**config.mk**
```make
export PLATFORM = sky130hd
export DESIGN_NAME = dtsg_ring
export DESIGN_NICKNAME = d
export VERILOG_FILES = /design/src/rtl/core/dtsg_pkg.sv /design/src/rtl/core/dtsg_ring.sv
export SDC_FILE = /design/constraint.sdc
export NUM_CORES = 2
export LEC_CHECK = 0
export BUFFER_PORTS_ARGS = -buffer_cell sky130_fd_sc_hd__buf_2
export CORE_MARGIN = 8
export CORE_UTILIZATION = 35
export DETAILED_ROUTE_END_ITERATION = 12
export HOLD_SLACK_MARGIN = 0.15
export PLACE_DENSITY_LB_ADDON = 0.12
export SLEW_MARGIN = 20
export SYNTH_ARGS = -nofsm -noshare
export SYNTH_HDL_FRONTEND = slang
export SYNTH_SLANG_ARGS = --single-unit
```
**constraint.sdc**
```tcl
create_clock -name clk -period 3.3 [get_ports clk]
set_clock_uncertainty 0.2 [all_clocks]
set_input_delay 0.165 -clock clk [delete_from_list [all_inputs] [get_ports clk]]
set_output_delay 0.165 -clock clk [all_outputs]
set_load 0.03 [all_outputs]
```
**src/rtl/core/dtsg_pkg.sv**
```systemverilog
`default_nettype none
package dtsg_pkg;

	localparam int unsigned SAMPLE_W   = 16;
	localparam int unsigned COEF_W     = 16;
	localparam int unsigned Q_W        = 40;
	localparam int unsigned P_W        = 42;
	localparam int unsigned MB_W       = 17;
	localparam int unsigned MP_W       = P_W + MB_W;
	localparam int unsigned ACC_W      = 84;
	localparam int unsigned ENERGY_W   = 48;
	localparam int unsigned COEF_FRAC  = 14;
	localparam int unsigned ENERGY_SH  = 16;
	localparam int unsigned CHUNK_BITS = 16;
	localparam int unsigned WLEN_W     = 8;
	localparam int unsigned SUB_W      = 4;

	localparam logic [SUB_W-1:0] ENG_LAST_SUB = 4'd10;

	localparam logic [COEF_W-1:0] MARK_COEF_RST  = 16'd31557;
	localparam logic [COEF_W-1:0] SPACE_COEF_RST = 16'd32085;
	localparam logic [WLEN_W-1:0] WLEN_RST       = 8'd92;

	localparam logic [1:0] REG_MARK   = 2'd0;
	localparam logic [1:0] REG_SPACE  = 2'd1;
	localparam logic [1:0] REG_WINDOW = 2'd2;

	typedef enum logic [4:0] {
		ST_IDLE  = 5'b00001,
		ST_REC   = 5'b00010,
		ST_ENG   = 5'b00100,
		ST_DRAIN = 5'b01000,
		ST_OUT   = 5'b10000
	} state_t;

	typedef enum logic [2:0] {
		OP_NONE,
		OP_REC,
		OP_P,
		OP_ACC,
		OP_DONE
	} op_kind_t;

	typedef enum logic [1:0] {
		SRC_Q1,
		SRC_Q2,
		SRC_P
	} src_t;

	typedef enum logic [1:0] {
		CHUNK_LO,
		CHUNK_MID,
		CHUNK_HI
	} chunk_t;

	typedef struct packed {
		op_kind_t kind;
		logic     tone;
		logic     first;
		logic     neg;
		src_t     a_src;
		src_t     b_src;
		chunk_t   chunk;
	} mac_op_t;

endpackage
`default_nettype wire

```
**src/rtl/core/dtsg_ring.sv**
```systemverilog
`default_nettype none
module dtsg_ring import dtsg_pkg::*; #(
	parameter int unsigned WINDOW_MAX = 128,
	localparam int unsigned AW = $clog2(WINDOW_MAX),
	localparam int unsigned LW = $clog2(WINDOW_MAX + 1)
) (
	input  wire logic                clk,
	input  wire logic                arst_n,
	input  wire logic                wr_en,
	input  wire logic [SAMPLE_W-1:0] sample,
	input  wire logic                restart,
	input  wire logic [LW-1:0]       len,
	input  wire logic                rd_en,
	output logic                     produce,
	output logic [SAMPLE_W-1:0]      rdata
);

	localparam int unsigned SW = LW + 1;

	logic [SAMPLE_W-1:0] mem [WINDOW_MAX];
	logic [SAMPLE_W-1:0] rdata_q;
	logic [AW-1:0]       wpos_q;
	logic [AW-1:0]       rd_ptr_q;
	logic [LW-1:0]       fill_q;
	logic [AW-1:0]       base_pos;
	logic [AW-1:0]       next_pos;
	logic [LW-1:0]       base_fill;
	logic [LW-1:0]       next_fill;
	logic [SW-1:0]       np_ext;
	logic [SW-1:0]       len_ext;
	logic [SW-1:0]       start_ext;

	always_comb begin
		base_pos  = restart ? '0 : wpos_q;
		base_fill = restart ? '0 : fill_q;
		next_pos  = (base_pos == AW'(WINDOW_MAX - 1)) ? '0 : base_pos + AW'(1);
		next_fill = (base_fill == LW'(WINDOW_MAX)) ? base_fill : base_fill + LW'(1);
		produce   = (next_fill >= len);
		np_ext    = SW'(next_pos);
		len_ext   = SW'(len);
		start_ext = (np_ext >= len_ext) ? np_ext - len_ext
		                                : np_ext + SW'(WINDOW_MAX) - len_ext;
	end

	always_ff @(posedge clk or negedge arst_n) begin
		if (!arst_n) begin
			wpos_q   <= '0;
			fill_q   <= '0;
			rd_ptr_q <= '0;
		end else if (wr_en) begin
			wpos_q   <= next_pos;
			fill_q   <= next_fill;
			rd_ptr_q <= start_ext[AW-1:0];
		end else if (rd_en) begin
			rd_ptr_q <= (rd_ptr_q == AW'(WINDOW_MAX - 1)) ? '0 : rd_ptr_q + AW'(1);
		end
	end

	always_ff @(posedge clk) begin
		if (wr_en) begin
			mem[base_pos] <= sample;
		end
		if (rd_en) begin
			rdata_q <= mem[rd_ptr_q];
		end
	end

	assign rdata = rdata_q;

endmodule
`default_nettype wire

```
==> reports/qor.yml <==
global_routing:
  first_global_vias: 40560
  gr-usage-all-layers_pct: 18.52
  grt-ovfl-total: 0
  grt_max_degree: 112
  antenna_found_initial: 11
  grt_pass1_wl_mm: 329.1
timing:
  hold_ws_ns: 0.2173
  hold_viol_final: 0
  rsz0062_at_grt: "yes"
  worst_slew_pin_slew_ns: 1.085
  setup_ws_ns: -0.4037
  finalCritPeriodShare_pct: 112.2
  setup_tns_ns: -0.4037
  finalSetupViolations: 1
  slew_viol_final: 0
  min_period_ns: 3.704
  max_slew_margin_pct: 27.40
  max_freq_ghz: 0.2700
die:
  pin_count: 46
  fp.dieH_um: 497.9
  dieArea_sq_mm: 0.2479
  die_w_um: 497.9
  start_util_pct: 35.05
  rows: 177
  core-area_sq_mm: 0.2319
clocking:
  clk_pin_slew_ns: 0.06
  clock-root-buffer: "clkbuf_16"
  cts.sinks: 2086
  clock_latency_ns: 0.87
  h-tree-depth: 4
  cts_tree: "yes"
  cts-buffers-inserted: 219
  clockBufferDepth: 3
yosys:
  syn_area_per_cell_sq_um: 22.15
  ys_ff_latch: 2086
  postSynthCellCount: 3670
  synth_area_leader_cell: "edfxtp_1"
  synth_warnings: 0
  ys_seq_area_share_pct: 76.93
  synthFlopType: "edfxtp_1"
  synth.distinct_cells: 57
  syn_area_sq_mm: 0.08128
  yosys-top-cells-area: "edfxtp_1 (76%), mux4_2 (15%), mux2i_1 (1.5%), nor2_1 (0.79%), mux2_2 (0.75%)"
  synth_edf_count: 2064
  yosysTopAreaCellShare_pct: 76.25
  syn_nets: 3718
  synthArstFlopShare_pct: 1.055
route:
  vias_per_cell: 5.315
  wl_met3_mm: 11.53
  drtIter0Drc: 3669
  routed_wl_mm: 235.1
  dr.max_layer_used: "met4"
  post-route-drc-count: 0
  ant_nets: 0
  vias: 40250
  met2_length_mm: 110.1
  drt-pass1-iter-count: 5
  wl_met1_mm: 109.1
  wl_per_cell_um: 31.05
place:
  placed_cells: 7031
  dpl.hpwl_mm: 144.9
  gp_congestion: 0.7819
  io_buffers: 45
  dp_slack_ns: -0.4459
setup_path:
  critical_path_required_ns: 2.93
  r2r_slack_ns: 0.03
  slowest_stage: "dfrtp_1"
  crit_type: "flop to output port"
  crit_fanout: 2
  path_cells: "inv_2 > nor2_2 > inv_1 > ha_1 > nor4b_2 > buf_4 > nand2_2 > xnor2_2 > ha_1 > nand2b_4 > a21o_1 > a21o_1 > a21oi_2 > nor2b_1 > o21ai_1 > a21oi_1 > buf_4"
  endpoint_kind: "output port"
  worstSetupStartpointType: "flop"
  timing.critical_path.slowest_cell_delay_ns: 0.40
  arrival_ns: 3.34
power_and_ir_drop:
  ir_worst_vdd_mv: 0.5391
  p_total_mw: 66.59
  p_leak_nw: 31.51
  p_per_area_mw_per_mm2: 679.8
outcome:
  outcome: "complete, but fails checks"
  violations: "negative setup slack"
finish:
  multi_input_area_sq_mm: 0.01837
  fill_cells: 20070
  layout.nets: 4385
  register_area_sq_mm: 0.06255
  fin_cells: 7572
  synthToLayoutAreaGrowth_pct: 20.52
  drive_above_1_share_pct: 37.38
worst_hold_path:
  hp-class: "input port to flop"
job:
  maxCapViolations: 0
==> state kept, by name, summed over array words and instances, names as in the netlist <==
| register | cells |
|---|---|
| rd_ptr_q | 7 |
| wpos_q | 7 |
| rdata | 16 |
| fill_q | 8 |
| mem | 2048 |
==> per-layer routing <==
metal	up-vias	GRT usage [%]
li1	16850	-
met1	22160	27.36
met2	978	29.28
met3	250	2.879
met4	0	3.885
met5	-	0
==> through the flow <==
| stage | cell area [sq um] | util, % |
|---|---|---|
| floorplan | 81280 | - |
| global placement | 89030 | 38.39 |
| detailed placement | 89030 | 38.40 |
| CTS | 97100 | 41.88 |
| global route | 97940 | 42.24 |
| finish | 97960 | 42.25 |
==> synthesized netlist by cell type, types with 3 or more instances <==
library cell / n
nor2_1: 171
a2111oi_0: 7
buf_2: 49
buf_6: 14
buf_1: 16
a21o_1: 4
buf_4: 44
a221oi_1: 10
a31oi_1: 9
nand4_1: 4
o22ai_1: 11
clkbuf_1: 80
a311oi_1: 6
and2_1: 3
o211ai_1: 11
nand2_1: 53
edfxtp_1: 2064
and3_1: 5
nand2b_1: 10
ha_1: 18
nor2b_1: 49
inv_1: 12
mux2i_1: 124
a21boi_0: 13
xnor2_1: 9
a21oi_1: 68
mux2_2: 54
nor3_1: 17
mux4_2: 530
a22oi_1: 20
a211oi_1: 55
nor3b_1: 4
xor2_1: 11
o21ai_0: 35
dfrtp_1: 22
nand3_1: 27
==> repair_timing <==
item | 4_1_cts | 5_1_grt
hold endpoints to repair | 2158 | 0
setup buffers | 17 | 52
hold buffers | 55 | 0
setup endpoints to repair | 9 | 16
gates cloned | 3 | 5
resized for setup | 44 | 72
pin swaps | 12 | 16
==> area by class of cell <==
| class | instances | area share (%) |
|---|---|---|
| multi-input combinational | 1367 | 18.75 |
| clock buffer | 264 | 5.788 |
| clock inverter | 139 | 1.373 |
| inverter | 12 | 0.04598 |
| sequential | 2086 | 63.85 |
| antenna | 10 | 0.02554 |
| tap | 3043 | 3.887 |
| timing repair buffer | 651 | 6.285 |
==> placed cells by master, fill, tap and decap left out, drive strengths merged, types with 13 or more instances in the layout <==
cell type       n
a22oi          20
bufinv         20
a21oi          68
nor2          171
dlygate4sd3    53
nand2          53
nand3          27
inv            19
nor3           17
clkbuf        269
ha             18
dfrtp          22
a21boi         13
clkinv        109
mux2           54
mux2i         124
nor2b          49
buf           592
o21ai          37
a211oi         55
edfxtp       2064
mux4          530
==> worst paths after layout <==
kind,cells past startpoint,endpoint,startpoint
setup / recovery,17,produce,fill_q[0]
hold / removal,2,mem[74][7],sample[7]
setup reg to reg,11,rdata[12],rd_ptr_q[0]
hold reg to reg,1,fill_q[7],fill_q[7]
max in group asynchronous,5,rd_ptr_q[2],arst_n
min in group asynchronous,5,fill_q[5],arst_n
==> critical path, delay by kind of cell, from the launching register on <==
kind            cells  cell delay [ns]
compound gates      5             0.63
xor+xnor            1             0.15
fa+ha+maj           2             0.41
buf+inv             4             0.44
flops               1             0.40
simple gates        5             0.46
==> cell families after synthesis <==
kind of cell | synth area share [%]
flops | 76.93
mux | 16.96
simple gates | 1.993
compound gates | 2.161
buf+inv | 1.438
xor+xnor | 0.2155
fa+ha+maj | 0.3017
==> where the power goes <==
part | internal, mW | leakage [nW] | switching [mW] | total (mW)
Clock | 13.8 | 3.42 | 10.4 | 24.2
Sequential | 29.4 | 18.8 | 0.332 | 29.7
Combinational | 5.51 | 9.24 | 7.21 | 12.7
No activity file was read; power rests on OpenSTA's default activity.
