--- src/rtl/core/dtsg_pkg.sv ---
`default_nettype none
package dtsg_pkg;

	localparam int unsigned SAMPLE_W   = 16;
	localparam int unsigned COEF_W     = 16;
	localparam int unsigned Q_W        = 40;
	localparam int unsigned P_W        = 42;
	localparam int unsigned MB_W       = 17;
	localparam int unsigned MP_W       = P_W + MB_W;
	localparam int unsigned ACC_W      = 84;
	localparam int unsigned ENERGY_W   = 48;
	localparam int unsigned COEF_FRAC  = 14;
	localparam int unsigned ENERGY_SH  = 16;
	localparam int unsigned CHUNK_BITS = 16;
	localparam int unsigned WLEN_W     = 8;
	localparam int unsigned SUB_W      = 4;

	localparam logic [SUB_W-1:0] ENG_LAST_SUB = 4'd10;

	localparam logic [COEF_W-1:0] MARK_COEF_RST  = 16'd31557;
	localparam logic [COEF_W-1:0] SPACE_COEF_RST = 16'd32085;
	localparam logic [WLEN_W-1:0] WLEN_RST       = 8'd92;

	localparam logic [1:0] REG_MARK   = 2'd0;
	localparam logic [1:0] REG_SPACE  = 2'd1;
	localparam logic [1:0] REG_WINDOW = 2'd2;

	typedef enum logic [4:0] {
		ST_IDLE  = 5'b00001,
		ST_REC   = 5'b00010,
		ST_ENG   = 5'b00100,
		ST_DRAIN = 5'b01000,
		ST_OUT   = 5'b10000
	} state_t;

	typedef enum logic [2:0] {
		OP_NONE,
		OP_REC,
		OP_P,
		OP_ACC,
		OP_DONE
	} op_kind_t;

	typedef enum logic [1:0] {
		SRC_Q1,
		SRC_Q2,
		SRC_P
	} src_t;

	typedef enum logic [1:0] {
		CHUNK_LO,
		CHUNK_MID,
		CHUNK_HI
	} chunk_t;

	typedef struct packed {
		op_kind_t kind;
		logic     tone;
		logic     first;
		logic     neg;
		src_t     a_src;
		src_t     b_src;
		chunk_t   chunk;
	} mac_op_t;

endpackage
`default_nettype wire

--- src/rtl/core/dtsg_mac.sv ---
`default_nettype none
module dtsg_mac import dtsg_pkg::*; (
	input  wire logic                clk,
	input  wire logic                arst_n,
	input  wire mac_op_t             op,
	input  wire logic [SAMPLE_W-1:0] rdata,
	input  wire logic [COEF_W-1:0]   coef_mark,
	input  wire logic [COEF_W-1:0]   coef_space,
	output logic [ENERGY_W-1:0]      mark_eng,
	output logic [ENERGY_W-1:0]      space_eng
);

	function automatic logic signed [MB_W-1:0] chunk_of(logic [Q_W-1:0] v, chunk_t c);
		logic signed [MB_W-1:0] r;
		unique case (c)
			CHUNK_LO:  r = {1'b0, v[CHUNK_BITS-1:0]};
			CHUNK_MID: r = {1'b0, v[2*CHUNK_BITS-1:CHUNK_BITS]};
			CHUNK_HI:  r = {{(MB_W-(Q_W-2*CHUNK_BITS)){v[Q_W-1]}}, v[Q_W-1:2*CHUNK_BITS]};
			default:   r = '0;
		endcase
		return r;
	endfunction

	logic [Q_W-1:0]           q1_mark_q, q2_mark_q, q1_space_q, q2_space_q;
	logic [P_W-1:0]           p_q;
	logic signed [ACC_W-1:0]  acc_q;
	logic [ENERGY_W-1:0]      mark_eng_q, space_eng_q;
	mac_op_t                  op_s1;
	logic signed [MP_W-1:0]   prod_s1;

	logic [Q_W-1:0]           q1_sel, q2_sel, b_val;
	logic [COEF_W-1:0]        coef_sel;
	logic signed [P_W-1:0]    a_mul;
	logic signed [MB_W-1:0]   b_mul;
	logic signed [MP_W-1:0]   mul_w;

	logic [Q_W-1:0]           q1_s2, q2_s2, q2_eff, p_rec, x_ext, q0;
	logic signed [ACC_W-1:0]  term_w, term_sh, acc_base, acc_next;
	logic [ENERGY_W-1:0]      eng_clamp;

	always_comb begin
		q1_sel   = op.tone ? q1_space_q : q1_mark_q;
		q2_sel   = op.tone ? q2_space_q : q2_mark_q;
		coef_sel = op.tone ? coef_space : coef_mark;
		b_val    = (op.b_src == SRC_Q2) ? q2_sel : q1_sel;
		a_mul    = '0;
		b_mul    = '0;
		case (op.kind) inside
			OP_REC, OP_P: begin
				if (!(op.kind == OP_REC && op.first)) begin
					a_mul = {{(P_W-Q_W){q1_sel[Q_W-1]}}, q1_sel};
				end
				b_mul = {coef_sel[COEF_W-1], coef_sel};
			end
			OP_ACC: begin
				case (op.a_src)
					SRC_Q1:  a_mul = {{(P_W-Q_W){q1_sel[Q_W-1]}}, q1_sel};
					SRC_Q2:  a_mul = {{(P_W-Q_W){q2_sel[Q_W-1]}}, q2_sel};
					SRC_P:   a_mul = p_q;
					default: a_mul = '0;
				endcase
				b_mul = chunk_of(b_val, op.chunk);
			end
			default: ;
		endcase
	end

	assign mul_w = a_mul * b_mul;

	always_ff @(posedge clk or negedge arst_n) begin
		if (!arst_n) begin
			op_s1 <= '0;
		end else begin
			op_s1 <= op;
		end
	end

	always_ff @(posedge clk) begin
		prod_s1 <= mul_w;
	end

	always_comb begin
		q1_s2    = op_s1.tone ? q1_space_q : q1_mark_q;
		q2_s2    = op_s1.tone ? q2_space_q : q2_mark_q;
		q2_eff   = op_s1.first ? '0 : q2_s2;
		p_rec    = prod_s1[COEF_FRAC+Q_W-1:COEF_FRAC];
		x_ext    = {{(Q_W-SAMPLE_W){rdata[SAMPLE_W-1]}}, rdata};
		q0       = p_rec - q2_eff + x_ext;
		term_w   = {{(ACC_W-MP_W){prod_s1[MP_W-1]}}, prod_s1};
		case (op_s1.chunk)
			CHUNK_MID: term_sh = term_w <<< CHUNK_BITS;
			CHUNK_HI:  term_sh = term_w <<< (2 * CHUNK_BITS);
			default:   term_sh = term_w;
		endcase
		acc_base = op_s1.first ? '0 : acc_q;
		acc_next = op_s1.neg ? acc_base - term_sh : acc_base + term_sh;
		if (acc_q[ACC_W-1]) begin
			eng_clamp = '0;
		end else if (|acc_q[ACC_W-2:ENERGY_W+ENERGY_SH]) begin
			eng_clamp = '1;
		end else begin
			eng_clamp = acc_q[ENERGY_W+ENERGY_SH-1:ENERGY_SH];
		end
	end

	always_ff @(posedge clk) begin
		case (op_s1.kind)
			OP_REC: begin
				if (op_s1.tone) begin
					q2_space_q <= op_s1.first ? '0 : q1_s2;
					q1_space_q <= q0;
				end else begin
					q2_mark_q <= op_s1.first ? '0 : q1_s2;
					q1_mark_q <= q0;
				end
			end
			OP_P:   p_q   <= prod_s1[COEF_FRAC+P_W-1:COEF_FRAC];
			OP_ACC: acc_q <= acc_next;
			OP_DONE: begin
				if (op_s1.tone) begin
					space_eng_q <= eng_clamp;
				end else begin
					mark_eng_q <= eng_clamp;
				end
			end
			default: ;
		endcase
	end

	assign mark_eng  = mark_eng_q;
	assign space_eng = space_eng_q;

endmodule
`default_nettype wire

--- config.mk ---
export PLATFORM = sky130hd
export DESIGN_NAME = dtsg_mac
export DESIGN_NICKNAME = d
export VERILOG_FILES = /design/src/rtl/core/dtsg_pkg.sv /design/src/rtl/core/dtsg_mac.sv
export SDC_FILE = /design/constraint.sdc
export NUM_CORES = 2
export LEC_CHECK = 0
export ABC_AREA = 1
export BUFFER_PORTS_ARGS = -buffer_cell sky130_fd_sc_hd__buf_4
export CAP_MARGIN = 0
export CORE_AREA = 2 2 336 338
export CTS_CLUSTER_SIZE = 16
export DETAILED_ROUTE_END_ITERATION = 10
export DIE_AREA = 0 0 338 340
export PLACE_DENSITY = 0.79
export REMOVE_ABC_BUFFERS = 1
export SYNTH_ARGS = -nofsm -noshare
export SYNTH_HDL_FRONTEND = slang
export SYNTH_SLANG_ARGS = --single-unit
export TNS_END_PERCENT = 50
--- constraint.sdc ---
create_clock -name clk -period 9.9 [get_ports clk]
set_input_delay 2.97 -clock clk [delete_from_list [all_inputs] [get_ports clk]]
set_output_delay 2.97 -clock clk [all_outputs]
set_load 0.01 [all_outputs]
==> metrics.md <==
| Metric | Value |
|---|---|
| Maximum number of pins on one net before global-route repair | 81 |
| Overall routed net length | between 200,000 and 250,000 um |
| R2r setup slk | 2480 ps |
| Synthesis Warnings | 0 |
| Time the worst path needs with I/O delays and setup | approximately 9700 ps |
| Core footprint | approximately 0.11 mm2 |
| Crit path buffers/inverters | 10 |
| Largest area contributor in the netlist | sky130_fd_sc_hd__fa_1 |
| Standard-cell row count | ~120 |
| CP required | between 10,000 and 15,000 ps |
| Top Ports | ~160 |
| CP max stage delay | 560 ps |
| Number of storage elements in the synthesis netlist | roughly 450 |
| Clk_skew | between 15 and 20 ps |
| Clock tree from TritonCTS | built |
| Initial standard-cell utilization of the core | between 50% and 60% |
| Outcome | finished, final reports clean |
| Count of routing violations after the opening detailed-route iteration | 6,262 |
| Clock tree root buffer cell | sky130_fd_sc_hd__clkbuf_16 |
| Post-synth top area share | 24.8% |
| Routed vias | about 54k |
| Clock sinks | about 450 |
| Max-cap viol count | 0 |
| DR WL/cell | approximately 22 um |
| Share of final-layout standard cells stronger than drive strength 1 | 10.7% |
| Post-Syn Area per Cell | about 7.6 um2 |
| Type of origin of the critical path | primary input |
| Setup Slack @ Placement | -453 ps |
| Sort of element at the end of the critical path | flip-flop |
| Worst setup path startpoint | op[8] |
| Overflow after GRT | 0 |
| Post-synthesis to final-layout area growth | 14.2% |
| Number of gates on the worst path with buffers counted | 30 |
| P per Cell Area | 195 mW/mm2 |
| Core utilization of the finished layout | 58.8% |
| Antenna violations before repair | 4 |
| Final nets | approximately 9.1k |
| CP delay by family, top | adder cells |
| Post-Syn Area | 0.0575 mm2 |
| Tcrit/Tclk final | about 100% |
| Weighted congestion reported at the end of routability-driven placement | roughly 1.1 |
| Final Slew Violations | 0 |
| Final HPWL from detailed placement | between 150,000 and 200,000 um |
| DRC | 0 |
| Detailed-routing iteration count for the pre-antenna-repair pass | 9 |
| Register area share after synthesis | 22.4% |
| Classification of the worst setup path | primary input to flip-flop |
| Final Worst Setup Slack | between 200 and 250 ps |
| Latest clock arrival within the worst-skew pair | 640 ps |
| Worst ir drop on vdd | around 0.16 mV |
| All-Layer GR Usage | a little under two fifths |
| Cell leakage power | roughly 32 nW |
| Number of enable-type register cells in the synthesized netlist | 382 |
| Hold Fails Final Rpt | 0 |
| Antenna-violating nets left | 0 |
| Worst-path clk slew | 60 ps |
| Data arrival time of the critical path | about 10,000 ps |
| End point of the critical path | prod_s1[55] |
| CP Max Fanout | 14 |
| Depth of the most critical reg-to-reg path | 29 |
| Endpoint of the worst register-to-register path | prod_s1[55] |
| Synth top cells by count | 1,636 x sky130_fd_sc_hd__nand2_1, 1,480 x sky130_fd_sc_hd__inv_1, 1,190 x sky130_fd_sc_hd__nor2_1 |
| Number of port buffers | approximately 160 |
| Final Setup Violations | 0 |
| Post-synthesis async set-or-reset flop share | between 1.5 and 2% |
| Worst Max-Slew Pin Slew | around 1000 ps |
| Detailed-route vias per instance | 5.64 |
| Buffers from clock root to sink, at most | 3 |
| Final total power | about 0.013 W |
| Standard cell with the maximum stage delay on the critical path | sky130_fd_sc_hd__fa_1 |
| Vias in the first global route | 54.3k |
| Reg-to-reg critical path startpoint | q2_mark_q[39] |
| Min-Delay Path Class | flip-flop to flip-flop |
| Synth Flop Type | sky130_fd_sc_hd__edfxtp_1 |
| CTS buffer count | 50 |
| Total die area | around 0.11 mm2 |
| Maximum level of the CTS H-tree | 2 |
| Cell count after synthesis | between 7k and 8k |
| Worst slew slack as a fraction of its limit | 33.4% |
| Die Y-Extent | between 300 and 400 um |
| Global-route wire length before repair | ~320,000 um |
| Largest cells by area after synthesis | sky130_fd_sc_hd__fa_1 25%, sky130_fd_sc_hd__edfxtp_1 20%, sky130_fd_sc_hd__nand2_1 11% |
| Unique masters post-synth | between 60 and 70 |
| Total setup buffers inserted after CTS | 0 |
| Most numerous cell in the Yosys netlist | sky130_fd_sc_hd__nand2_1 |
| Die width | approximately 340 um |
| Achievable Freq | between 100 and 150 MHz |
==> metrics by stage <==
stage	instance area [um2]	instances	TNS, ps	hold WS, ps
finish	65600	9655	0	530
global route	65600	9650	-0.746	525
CTS	65500	9650	0	510
detailed placement	63900	9557	-4070	472
global placement	63900	9557	-3160	470
floorplan	56400	7381	-67120	423
==> cell type report <==
| type | count | area [um2] |
|---|---|---|
| fill | 10100 | 46000 |
| clock buffer | 69 | 1400 |
| antenna | 5 | 12.5 |
| tap | 1500 | 1880 |
| sequential | 449 | 12900 |
| clock inverter | 24 | 248 |
| multi-input combinational | 5413 | 38000 |
| inverter | 1519 | 5710 |
| timing repair buffer | 676 | 5520 |
==> cells by family (layout without fill, tap and decap cells) <==
group,Yosys count,count (layout),synth area share [%]
buffers and inverters,1736,2288,11.7
DFF,449,449,22.4
AOI/OAI and AO/OA,962,962,9.45
xor gates and xnor gates,217,217,3.31
and+or+nand+nor,3258,3258,22.6
muxes,4,4,0.0697
adders and majority gates,972,972,30.5
other,0,5,0
==> where the power goes <==
part           internal [W]  switching [W]  total (W)
registers           0.00263       0.000454    0.00308
clock network       0.00108       0.000855    0.00193
logic               0.00258        0.00523    0.00781
total               0.00628        0.00654     0.0128
==> timing repair <==
action | 4_1_cts | 5_1_grt
setup endpoints to repair | 0 | 11
hold buffers | 0 | 0
gates resized for setup | 0 | 11
==> flip-flops by register name, summed over array words and instances (netlist names) <==
register and flops:
acc_q 84, q2_space_q 40, space_eng 48, prod_s1 59, mark_eng 48, q2_mark_q 40
q1_mark_q 40, op_s1 8, q1_space_q 40, p_q 42
==> cells in the final DEF (no fill, tap or decap), drive strengths merged, types with 60 or more instances in the layout <==
cell	netlist	final
nor2	1208	1208
nand3	227	227
xnor2	84	84
nand4	60	60
nand2	1655	1655
a21oi	318	318
inv	1499	1507
ha	260	260
xor2	133	133
edfxtp	382	382
buf	102	676
nor3	62	62
o21ai	424	424
clkbuf	115	69
fa	712	712
==> worst min-delay path by stage <==
stage | start | to | cells past startpoint
floorplan | prod_s1[54] | p_q[40] | 0
global placement | prod_s1[55] | p_q[41] | 0
detailed placement | prod_s1[55] | p_q[41] | 0
CTS | prod_s1[55] | p_q[41] | 0
global route | prod_s1[55] | p_q[41] | 0
finish | prod_s1[55] | p_q[41] | 0
==> metal layers <==
metal  global-route usage, %  share of wire, %  vias to the layer above
met5                       0            0.0046                        -
met4                    15.7               5.0                        2
met3                    8.45                12                      525
met2                    57.3                44                     3298
met1                    51.7                39                    26200
li1                        -                 -                    24500
Power figures use the tool's default switching activity.
