### src/rtl/core/dtsg_pkg.sv
`default_nettype none
package dtsg_pkg;

	localparam int unsigned SAMPLE_W   = 16;
	localparam int unsigned COEF_W     = 16;
	localparam int unsigned Q_W        = 40;
	localparam int unsigned P_W        = 42;
	localparam int unsigned MB_W       = 17;
	localparam int unsigned MP_W       = P_W + MB_W;
	localparam int unsigned ACC_W      = 84;
	localparam int unsigned ENERGY_W   = 48;
	localparam int unsigned COEF_FRAC  = 14;
	localparam int unsigned ENERGY_SH  = 16;
	localparam int unsigned CHUNK_BITS = 16;
	localparam int unsigned WLEN_W     = 8;
	localparam int unsigned SUB_W      = 4;

	localparam logic [SUB_W-1:0] ENG_LAST_SUB = 4'd10;

	localparam logic [COEF_W-1:0] MARK_COEF_RST  = 16'd31557;
	localparam logic [COEF_W-1:0] SPACE_COEF_RST = 16'd32085;
	localparam logic [WLEN_W-1:0] WLEN_RST       = 8'd92;

	localparam logic [1:0] REG_MARK   = 2'd0;
	localparam logic [1:0] REG_SPACE  = 2'd1;
	localparam logic [1:0] REG_WINDOW = 2'd2;

	typedef enum logic [4:0] {
		ST_IDLE  = 5'b00001,
		ST_REC   = 5'b00010,
		ST_ENG   = 5'b00100,
		ST_DRAIN = 5'b01000,
		ST_OUT   = 5'b10000
	} state_t;

	typedef enum logic [2:0] {
		OP_NONE,
		OP_REC,
		OP_P,
		OP_ACC,
		OP_DONE
	} op_kind_t;

	typedef enum logic [1:0] {
		SRC_Q1,
		SRC_Q2,
		SRC_P
	} src_t;

	typedef enum logic [1:0] {
		CHUNK_LO,
		CHUNK_MID,
		CHUNK_HI
	} chunk_t;

	typedef struct packed {
		op_kind_t kind;
		logic     tone;
		logic     first;
		logic     neg;
		src_t     a_src;
		src_t     b_src;
		chunk_t   chunk;
	} mac_op_t;

endpackage
`default_nettype wire

### src/rtl/core/dtsg_ctrl.sv
`default_nettype none
module dtsg_ctrl import dtsg_pkg::*; #(
	parameter int unsigned WINDOW_MAX = 128,
	localparam int unsigned LW = $clog2(WINDOW_MAX + 1),
	localparam int unsigned CW = $clog2(2 * WINDOW_MAX)
) (
	input  wire logic          clk,
	input  wire logic          arst_n,
	input  wire logic          sample_accept,
	input  wire logic          produce,
	input  wire logic [LW-1:0] len,
	input  wire logic          result_valid,
	input  wire logic          result_ready,
	output logic               sample_ready,
	output logic               rd_en,
	output logic               out_load,
	output mac_op_t            op
);

	state_t           state_q;
	logic [CW-1:0]    cnt_q;
	logic [LW-1:0]    len_q;
	logic             tone_q;
	logic [SUB_W-1:0] sub_q;
	logic [CW-1:0]    last_cnt;

	assign last_cnt     = CW'({len_q, 1'b0} - (LW + 1)'(1));
	assign sample_ready = (state_q == ST_IDLE);
	assign out_load     = (state_q == ST_OUT) && (!result_valid || result_ready);

	always_comb begin
		op    = '0;
		rd_en = 1'b0;
		unique case (state_q)
			ST_REC: begin
				op.kind  = OP_REC;
				op.tone  = cnt_q[0];
				op.first = (cnt_q[CW-1:1] == '0);
				rd_en    = !cnt_q[0];
			end
			ST_ENG: begin
				op.tone = tone_q;
				unique case (sub_q)
					4'd0: op.kind = OP_P;
					4'd1, 4'd2, 4'd3: begin
						op.kind  = OP_ACC;
						op.a_src = SRC_Q1;
						op.b_src = SRC_Q1;
						op.first = (sub_q == 4'd1);
					end
					4'd4, 4'd5, 4'd6: begin
						op.kind  = OP_ACC;
						op.a_src = SRC_Q2;
						op.b_src = SRC_Q2;
					end
					4'd7, 4'd8, 4'd9: begin
						op.kind  = OP_ACC;
						op.a_src = SRC_P;
						op.b_src = SRC_Q2;
						op.neg   = 1'b1;
					end
					ENG_LAST_SUB: op.kind = OP_DONE;
					default: ;
				endcase
				unique case (sub_q)
					4'd1, 4'd4, 4'd7: op.chunk = CHUNK_LO;
					4'd2, 4'd5, 4'd8: op.chunk = CHUNK_MID;
					4'd3, 4'd6, 4'd9: op.chunk = CHUNK_HI;
					default:          op.chunk = CHUNK_LO;
				endcase
			end
			default: ;
		endcase
	end

	always_ff @(posedge clk or negedge arst_n) begin
		if (!arst_n) begin
			state_q <= ST_IDLE;
			cnt_q   <= '0;
			len_q   <= '0;
			tone_q  <= 1'b0;
			sub_q   <= '0;
		end else begin
			unique case (state_q)
				ST_IDLE: begin
					if (sample_accept && produce) begin
						state_q <= ST_REC;
						cnt_q   <= '0;
						len_q   <= len;
					end
				end
				ST_REC: begin
					if (cnt_q == last_cnt) begin
						state_q <= ST_ENG;
						tone_q  <= 1'b0;
						sub_q   <= '0;
					end else begin
						cnt_q <= cnt_q + CW'(1);
					end
				end
				ST_ENG: begin
					if (sub_q == ENG_LAST_SUB) begin
						sub_q <= '0;
						if (tone_q) begin
							state_q <= ST_DRAIN;
						end else begin
							tone_q <= 1'b1;
						end
					end else begin
						sub_q <= sub_q + SUB_W'(1);
					end
				end
				ST_DRAIN: state_q <= ST_OUT;
				ST_OUT: begin
					if (out_load) begin
						state_q <= ST_IDLE;
					end
				end
				default: state_q <= ST_IDLE;
			endcase
		end
	end

endmodule
`default_nettype wire

### config.mk
export PLATFORM = sky130hd
export DESIGN_NAME = dtsg_ctrl
export DESIGN_NICKNAME = d
export VERILOG_FILES = /design/src/rtl/core/dtsg_pkg.sv /design/src/rtl/core/dtsg_ctrl.sv
export SDC_FILE = /design/constraint.sdc
export NUM_CORES = 1
export LEC_CHECK = 0
export BUFFER_PORTS_ARGS = -buffer_cell sky130_fd_sc_hd__buf_2
export CAP_MARGIN = 40
export CORE_AREA = 2 2 80 82
export DETAILED_ROUTE_END_ITERATION = 6
export DIE_AREA = 0 0 82 84
export PLACE_DENSITY = 0.54
export SLEW_MARGIN = 40
export SYNTH_ARGS = -nofsm -noshare
export SYNTH_HDL_FRONTEND = slang
export SYNTH_SLANG_ARGS = --single-unit
### constraint.sdc
create_clock -name clk -period 2.7 [get_ports clk]
set_input_delay 0.27 -clock clk [delete_from_list [all_inputs] [get_ports clk]]
set_output_delay 0.27 -clock clk [all_outputs]
set_load 0.01 [all_outputs]
==> results of run 1 <==
metrics by stage:
step / cell area [sq um] / hold WS (ps) / std cells / worst slack [ps]
after floorplan: 1650 / -25.6 / 195 / 661
after CTS: 1890 / 10.2 / 293 / 339
after detailed placement: 1840 / 308 / 289 / 395
after global placement: 1840 / 308 / 289 / 383
final: 1890 / -7.97 / 293 / 335
after global routing: 1890 / 41.5 / 293 / 63.7
synth_stat cells, types with 2 or more instances:
cell      count
a21oi_1      13
nor2_1       17
nor4_1        3
o21ai_0       7
buf_4         2
dfrtp_1      24
nor4b_2       2
and3_1        2
nand4_1       2
nor3_1        4
or2_2         2
inv_1         9
ha_1          2
xnor2_1       3
and2_1        2
o31ai_1       6
or4_1         4
clkbuf_1      5
xor2_1        8
mux2i_1       2
o41ai_1       2
nor3b_1       2
nand3b_1      2
nand2b_1      2
nand3_1      12
nand2_1      29
buf_2         3
final timing paths:
path	cells past startpoint	slack [ps]	startpoint	endpoint
worst min register to register	2	520	len_q[6]	len_q[6]
min in group clk	3	190	len[4]	len_q[4]
worst max-delay path	8	330	len_q[0]	sub_q[2]
worst min-delay path	1	-8	arst_n	len_q[5]
worst max register to register	8	330	len_q[0]	sub_q[2]
max in group asynchronous	1	2330	arst_n	len_q[0]
cell type report:
type	count	area, sq um
Fill cell	663	4210
Multi-Input combinational cell	150	925
Sequential cell	25	627
Timing Repair Buffer	28	158
Tap cell	77	96.3
Clock buffer	3	41.3
Inverter	9	33.8
Clock inverter	1	5.00
registers in the layout, indices dropped and copies added (netlist names):
| register | flops |
|---|---|
| state_q | 5 |
| len_q | 7 |
| cnt_q | 8 |
| sub_q | 4 |
| tone_q | 1 |
logic make-up (layout without fill, tap and decap cells):
| logic type | after synthesis | after routing |
|---|---|---|
| xor+xnor | 11 | 11 |
| simple gates | 92 | 92 |
| buf+inv | 20 | 41 |
| compound gates | 41 | 41 |
| other cells | 1 | 1 |
| flops | 25 | 25 |
| mux | 3 | 3 |
| fa+ha+maj | 2 | 2 |
layer usage:
layer	part of all wire	global-route usage	routed length, microns	vias to the layer above
met5	0	0	0	-
met4	0.0099	0.0394	36	0
met3	0.020	0.0162	74	2
met2	0.48	0.185	1750	14
met1	0.49	0.163	1770	665
li1	-	-	-	735
worst max-delay path, stage by stage, from the launching register on:
cell	delay, ps
dfrtp_1	420
inv_1	80
ha_1	240
nand2b_1	170
o211a_1	130
o31ai_1	230
nor4b_2	540
nand2_1	200
a31o_2	260
power breakdown:
group	switching, mW	internal [mW]
Combinational	0.296	0.264
Clock	0.120	0.103
Sequential	0.163	0.477
==> metrics.md, run 1 <==
| Metric | Value |
|---|---|
| Max_slew headroom | 0.610 |
| Peak supply drop | 225 uV |
| Most frequent cells in the layout | nand2_1, buf_2, dfrtp_1 |
| RD Place Congestion | 0.750 |
| Compound-Gate Fraction of Synth Area | 0.164 |
| Vias | 1,416 |
| Vias in the first global route | 1,336 |
| Seq/Total Area, Yosys | 0.381 |
| Commonest non-fill, non-tap cell in the layout | nand2_1 |
| Final worst-path cycle share | 0.876 |
| RSZ-0062 raised after global routing | no |
| Layout Utilization | 0.309 |
| Routed vias/inst | 4.83 |
| Min cycle time layout | 2370 ps |
| Top_reg_cell synth | dfrtp_1 |
| I/O Buffers | 26 |
| Max-slew violation count | 0 |
| CTS tree | done |
| Setup repair bufs after CTS | 0 |
| Top-area cell type share of the netlist area | 0.365 |
| Post-DP HPWL | 2650 microns |
| Worst-margin pin slew | 584 ps |
| Grt ovf | 0 |
| Clock Latency Late Sink | 270 ps |
| Mux contribution to synthesized area | 0.0190 |
| DRT Pass-1 Iters | 4 |
| Post-DRT Antenna Nets | 0 |
| Area delta synth->final | 14.6% |
| Final hold viol count | 24 |
| Post-synth EDFFs | 0 |
| Area share of xor/xnor cells in the synthesized design | 0.0586 |
| Failing checks | negative hold slack |
| Max clock buf depth | 2 |
| Area leader, netlist | dfrtp_1 |
| DRT iter0 DRCs | 144 |
| # nets final | 233 |
| Crit path kind | flop to flop |
| Total GRT Usage | 0.117 |
| Total design power | 1.42 mW |
| Post-Syn Nets | 211 |
| Initial antenna violation count | 0 |
| Worst min-delay path class | primary input to async pin |
| Max_cap viols | 0 |
| Row Count | 29 |
| Simple-Gate Fraction of Synth Area | 0.303 |
| Clock sinks | 25 |
| Synth area leaders | dfrtp_1, nand2_1, xor2_1 |
| Initial core utilization | 0.270 |
| Hold_buf cts | 0 |
| Adder-cell share of the synthesized area | 0.0152 |
| H-tree level count | 1 |
| Post-synthesis cell count | 195 |
| Final Skew | 5.90 ps |
| Power density over the cells | 755 mW/mm^2 |
| Die W | 82 microns |
| Top Ports | 29 |
| DRC violations left | 0 |
| Netlist Area Pre-Place | 0.00165 sq mm |
| Hold_ws | -7.97 ps |
| Largest net degree at the start of global routing | 26 |
| DRT Wirelength | 3630 microns |
| Cts repair resizes | 0 |
| FFs w/ async S/R, synth | 1.00 |
| Max Clock Freq | 423 MHz |
| Crit path max fanout | 4 |
| Post-route setup TNS | 0 ps |
| Core area | 0.00610 sq mm |
| Antenna diodes | 0 |
| TritonCTS buffer count | 3 |
| Layout cells sized above 1 | 0.194 |
| Post-Syn Area per Cell | 8.44 sq um |
| Die Y | 84 microns |
| Post-synthesis cell type count | 51 |
| Setup crit start kind | flop |
| Largest family of logic cells by synthesized area | simple AND/OR/NAND/NOR gates |
| WP data required | 2870 ps |
| CTS clk-pin slew, worst paths | 90 ps |
| Finish-stage setup viols | 0 |
| Count of state elements after synthesis | 25 |
| YS warnings | 0 |
| Nature of the critical path endpoint | flop |
| First-pass GRT wire length | 6360 microns |
| DIE AREA | 0.00689 sq mm |
| Root buf cell | clkbuf_8 |
| Arrival time worst endpoint | 2530 ps |
| Post-DR wirelength/cell | 12.4 microns |
| Status | finished, violations left |
| Lkg Pwr | 0.875 nW |
Power figures use the tool's default switching activity.
==> inputs of run 2 (changes only) <==
--- a/config.mk
+++ b/config.mk
@@ -5,12 +5,13 @@
 export SDC_FILE = /design/constraint.sdc
 export NUM_CORES = 1
 export LEC_CHECK = 0
+export ABC_AREA = 1
 export BUFFER_PORTS_ARGS = -buffer_cell sky130_fd_sc_hd__buf_2
 export CAP_MARGIN = 40
-export CORE_AREA = 2 2 80 82
+export CORE_AREA = 2 2 83 85
 export DETAILED_ROUTE_END_ITERATION = 6
-export DIE_AREA = 0 0 82 84
-export PLACE_DENSITY = 0.54
+export DIE_AREA = 0 0 85 87
+export PLACE_DENSITY = 0.53
 export SLEW_MARGIN = 40
 export SYNTH_ARGS = -nofsm -noshare
 export SYNTH_HDL_FRONTEND = slang
==> run 2 against run 1 <==
  * The flow now finishes without violations
  * Highest routed layer unchanged
  * Final cell count rose by 25%
  * Synthesized area rose by 6.8%
  * Global-route usage down 1.2 points
  * Sequential cell count unchanged
  * Largest cell class unchanged
  * Fmax is 13% higher
==> metrics.md, run 2 <==
| Metric | Value |
|---|---|
| # nets final | 302 (+30%) |
| Max Clock Freq | 477 MHz (+13%) |
| Top_reg_cell synth | dfrtp_1 |
| Die Y | 87 microns (+3.6%) |
| DRC violations left | 0 (unchanged) |
| DIE AREA | 0.00740 sq mm (+7.4%) |
| Top-area cell type share of the netlist area | 0.342 (-0.0231) |
| Nature of the critical path endpoint | output pin |
| Max_cap viols | 0 (unchanged) |
| Reg with most FFs | cnt_q |
| Max_slew headroom | 0.616 (+0.00611) |
| Reg2reg setup slack | 750 ps (+420 ps) |
| Critical Path, Cell by Cell | nor2_1, nand4_1, buf_4, a311oi_1, buf_2 |
| Worst-margin pin slew | 576 ps (-7.64 ps) |
| Min-delay src | len[5] |
| Crit. path cell count | 5 (-3) |
| Vias | 1,636 (+16%) |
| Post-Syn Nets | 276 (+31%) |
| Most frequent cells in the layout | nand2_1, nor2_1, inv_1 |
| Cell family with most CP delay | simple AND/OR/NAND/NOR gates |
| Clock sinks | 25 (unchanged) |
| TritonCTS buffer count | 3 (unchanged) |
| Finish-stage setup viols | 0 (unchanged) |
| Post-Syn Area per Cell | 6.76 sq um (-20%) |
| Post-synth EDFFs | 0 (unchanged) |
| Arrival time worst endpoint | 1830 ps (-700 ps) |
| RSZ-0062 raised after global routing | no |
| Worst r2r src | len_q[0] |
| Power density over the cells | 763 mW/mm^2 (+1.1%) |
| Worst path slowest cell | dfrtp_1 |
| CTS clk-pin slew, worst paths | 100 ps (about the same) |
| Crit path max fanout | 8 (+4) |
| Count of state elements after synthesis | 25 (unchanged) |
| Area delta synth->final | 13.5% |
| DRT Wirelength | 3940 microns (+8.7%) |
| FFs w/ async S/R, synth | 1.00 (unchanged) |
| WHS Path Cells | 2 |
| Post-synthesis cell type count | 33 (-35%) |
| Post-route setup TNS | 0 ps (unchanged) |
| Setup crit start kind | flop |
| Min cycle time layout | 2100 ps (-268 ps) |
| Multi-input logic area | 938 sq um (+1.5%) |
| Total GRT Usage | 0.105 (-0.0121) |
| Post-DRT Antenna Nets | 0 (unchanged) |
| Final Skew | 5.12 ps (-0.783 ps) |
| Antenna diodes | 0 (unchanged) |
| Initial antenna violation count | 0 (unchanged) |
| Top Ports | 29 (unchanged) |
| Max clock buf depth | 2 (unchanged) |
| Routed vias/inst | 4.48 (-7.3%) |
| Final hold viol count | 0 (-100%) |
| Commonest non-fill, non-tap cell in the layout | nand2_1 |
| Final worst-path cycle share | 0.777 (-0.0993) |
| CP max stage delay | 420 ps (-120 ps) |
| Max-slew violation count | 0 (unchanged) |
| Seq/Total Area, Yosys | 0.357 (-0.0242) |
| Post-synthesis cell count | 260 (+33%) |
| Synth area leaders | dfrtp_1, nand2_1, nor2_1 |
| H-tree level count | 1 (unchanged) |
| Layout cells sized above 1 | 0.158 (-0.0365) |
| Lkg Pwr | 1.09 nW (+24%) |
| Crit path kind | flop to output pin |
| Clock Latency Late Sink | 280 ps (about the same) |
| Netlist Area Pre-Place | 0.00176 sq mm (+6.8%) |
| Reg2Reg Depth | 13 (+5) |
| Die W | 85 microns (+3.7%) |
| Status | completed |
| Post-DR wirelength/cell | 10.8 microns (-13%) |
| Largest net degree at the start of global routing | 26 (unchanged) |
| Vias in the first global route | 1,389 (+4.0%) |
| Area leader, netlist | dfrtp_1 |
| Fill cells | 721 (+8.7%) |
| Initial core utilization | 0.267 (-0.00248) |
| Setup repair bufs after CTS | 0 (unchanged) |
| Post-DP HPWL | 3070 microns (+16%) |
| Buf/Inv on CP | 2 (+1) |
| YS warnings | 0 (unchanged) |
| Count leader, synth | nand2_1 |
| Peak supply drop | 334 uV (+48%) |
| Most frequent cells after synthesis | nand2_1, nor2_1, inv_1 |
| CTS tree | done |
| RR Endpoint | sub_q[1] |
| Sequential cell area | 627 sq um (unchanged) |
| Hold_ws | 223 ps (+231 ps) |
| Root buf cell | clkbuf_8 |
| Grt ovf | 0 (unchanged) |
| I/O Buffers | 26 (unchanged) |
| Row Count | 30 (+3.4%) |
| Core area | 0.00657 sq mm (+7.8%) |
| DRT Pass-1 Iters | 4 (unchanged) |
| DRT iter0 DRCs | 65 (-55%) |
| WP data required | 2430 ps (-440 ps) |
| RD Place Congestion | 0.849 (+13%) |
| Max reg flops | 8 (unchanged) |
| First-pass GRT wire length | 6320 microns (-0.64%) |
| WHS Endpoint | len_q[5] |
| Worst min-delay path class | primary input to flop |
| Largest registers | cnt_q (8), len_q (7), state_q (5) |
-- run 2: cell count changes in the layout (fill, tap and decap cells not counted), moves of 4 or more --
| cell | before | now |
|---|---|---|
| nor2_1 | 17 | 39 |
| nand3_1 | 12 | 28 |
| or4_1 | 4 | 0 |
| nand2_1 | 29 | 77 |
| o31ai_1 | 6 | 1 |
| inv_1 | 9 | 31 |
| nand3_2 | 0 | 4 |
-- run 2: worst max path at each step --
stage / from / endpoint / slack (ps)
after detailed placement: len_q[0] / sub_q[1] / 740
after floorplan: len_q[0] / sub_q[1] / 1100
final: state_q[1] / op[0] / 600
after global placement: len_q[0] / sub_q[3] / 730
after CTS: state_q[1] / op[0] / 600
after global routing: state_q[1] / op[0] / 470
-- run 2: worst reg2reg max path, stage by stage, from the launching register on --
cell and delay, ps:
dfrtp_1 420, inv_1 150, ha_1 220, nand2_1 110, nor2_1 90, nand2_1 60, nand2_1 70, nand2_1 60
nor2_2 130, nand2_2 100, nand2_4 170, nand2_1 150, nand2_1 80, nand2_1 50
-- run 2: logic make-up (layout without fill, tap and decap cells) --
family                   count (synthesis)  count (layout)  synth area share
buffers and inverters                   41              66             0.109
other                                    1               1           0.00213
multiplexers                             1               1           0.00641
AND/OR/NAND/NOR                        162             162             0.410
XOR/XNOR                                 7               7            0.0349
flip-flops                              25              25             0.357
AO/OA/AOI/OAI                           21              21            0.0670
adder cells (fa/ha/maj)                  2               2            0.0142
-- run 2: layout make-up --
cell class / count / share of cell area
clock buffers: 3 / 0.0207
inverters: 33 / 0.0621
flip-flops and latches: 25 / 0.314
well taps: 80 / 0.0502
clock inverters: 1 / 0.00439
multi-input cells: 194 / 0.471
repair buffers: 29 / 0.0778
-- run 2: power by group --
group	switching [mW]	total [mW]	leakage [nW]	internal (mW)
logic	0.452	0.698	0.738	0.246
clock network	0.132	0.240	0.0261	0.108
registers	0.109	0.584	0.321	0.475
total	0.693	1.52	1.09	0.829
-- run 2: per-stage QoR --
stage	cell area, sq um	setup WS, ps	total power [mW]	utilization	cells
finish	1990	603	1.52	0.304	365
global route	1990	474	1.67	0.304	365
CTS	1990	604	1.54	0.304	365
detailed placement	1930	737	1.30	0.294	360
global placement	1930	729	1.29	0.294	360
floorplan	1760	1100	1.12	-	260
-- run 2: layer usage --
layer  global-route usage  share of wire  up-vias  wire length [microns]
met5                    0              0        -                      0
met4               0.0390          0.016        0                     63
met3               0.0152          0.037        4                    146
met2                0.165           0.45       28                   1760
met1                0.147           0.50      733                   1970
li1                     -              -      871                      -
-- run 2: what timing repair did --
item,4_1_cts,5_1_grt
endpoints found under the setup margin,0,0
endpoints found under the hold margin,24,0
hold buffers,1,0
gates resized for setup,0,0
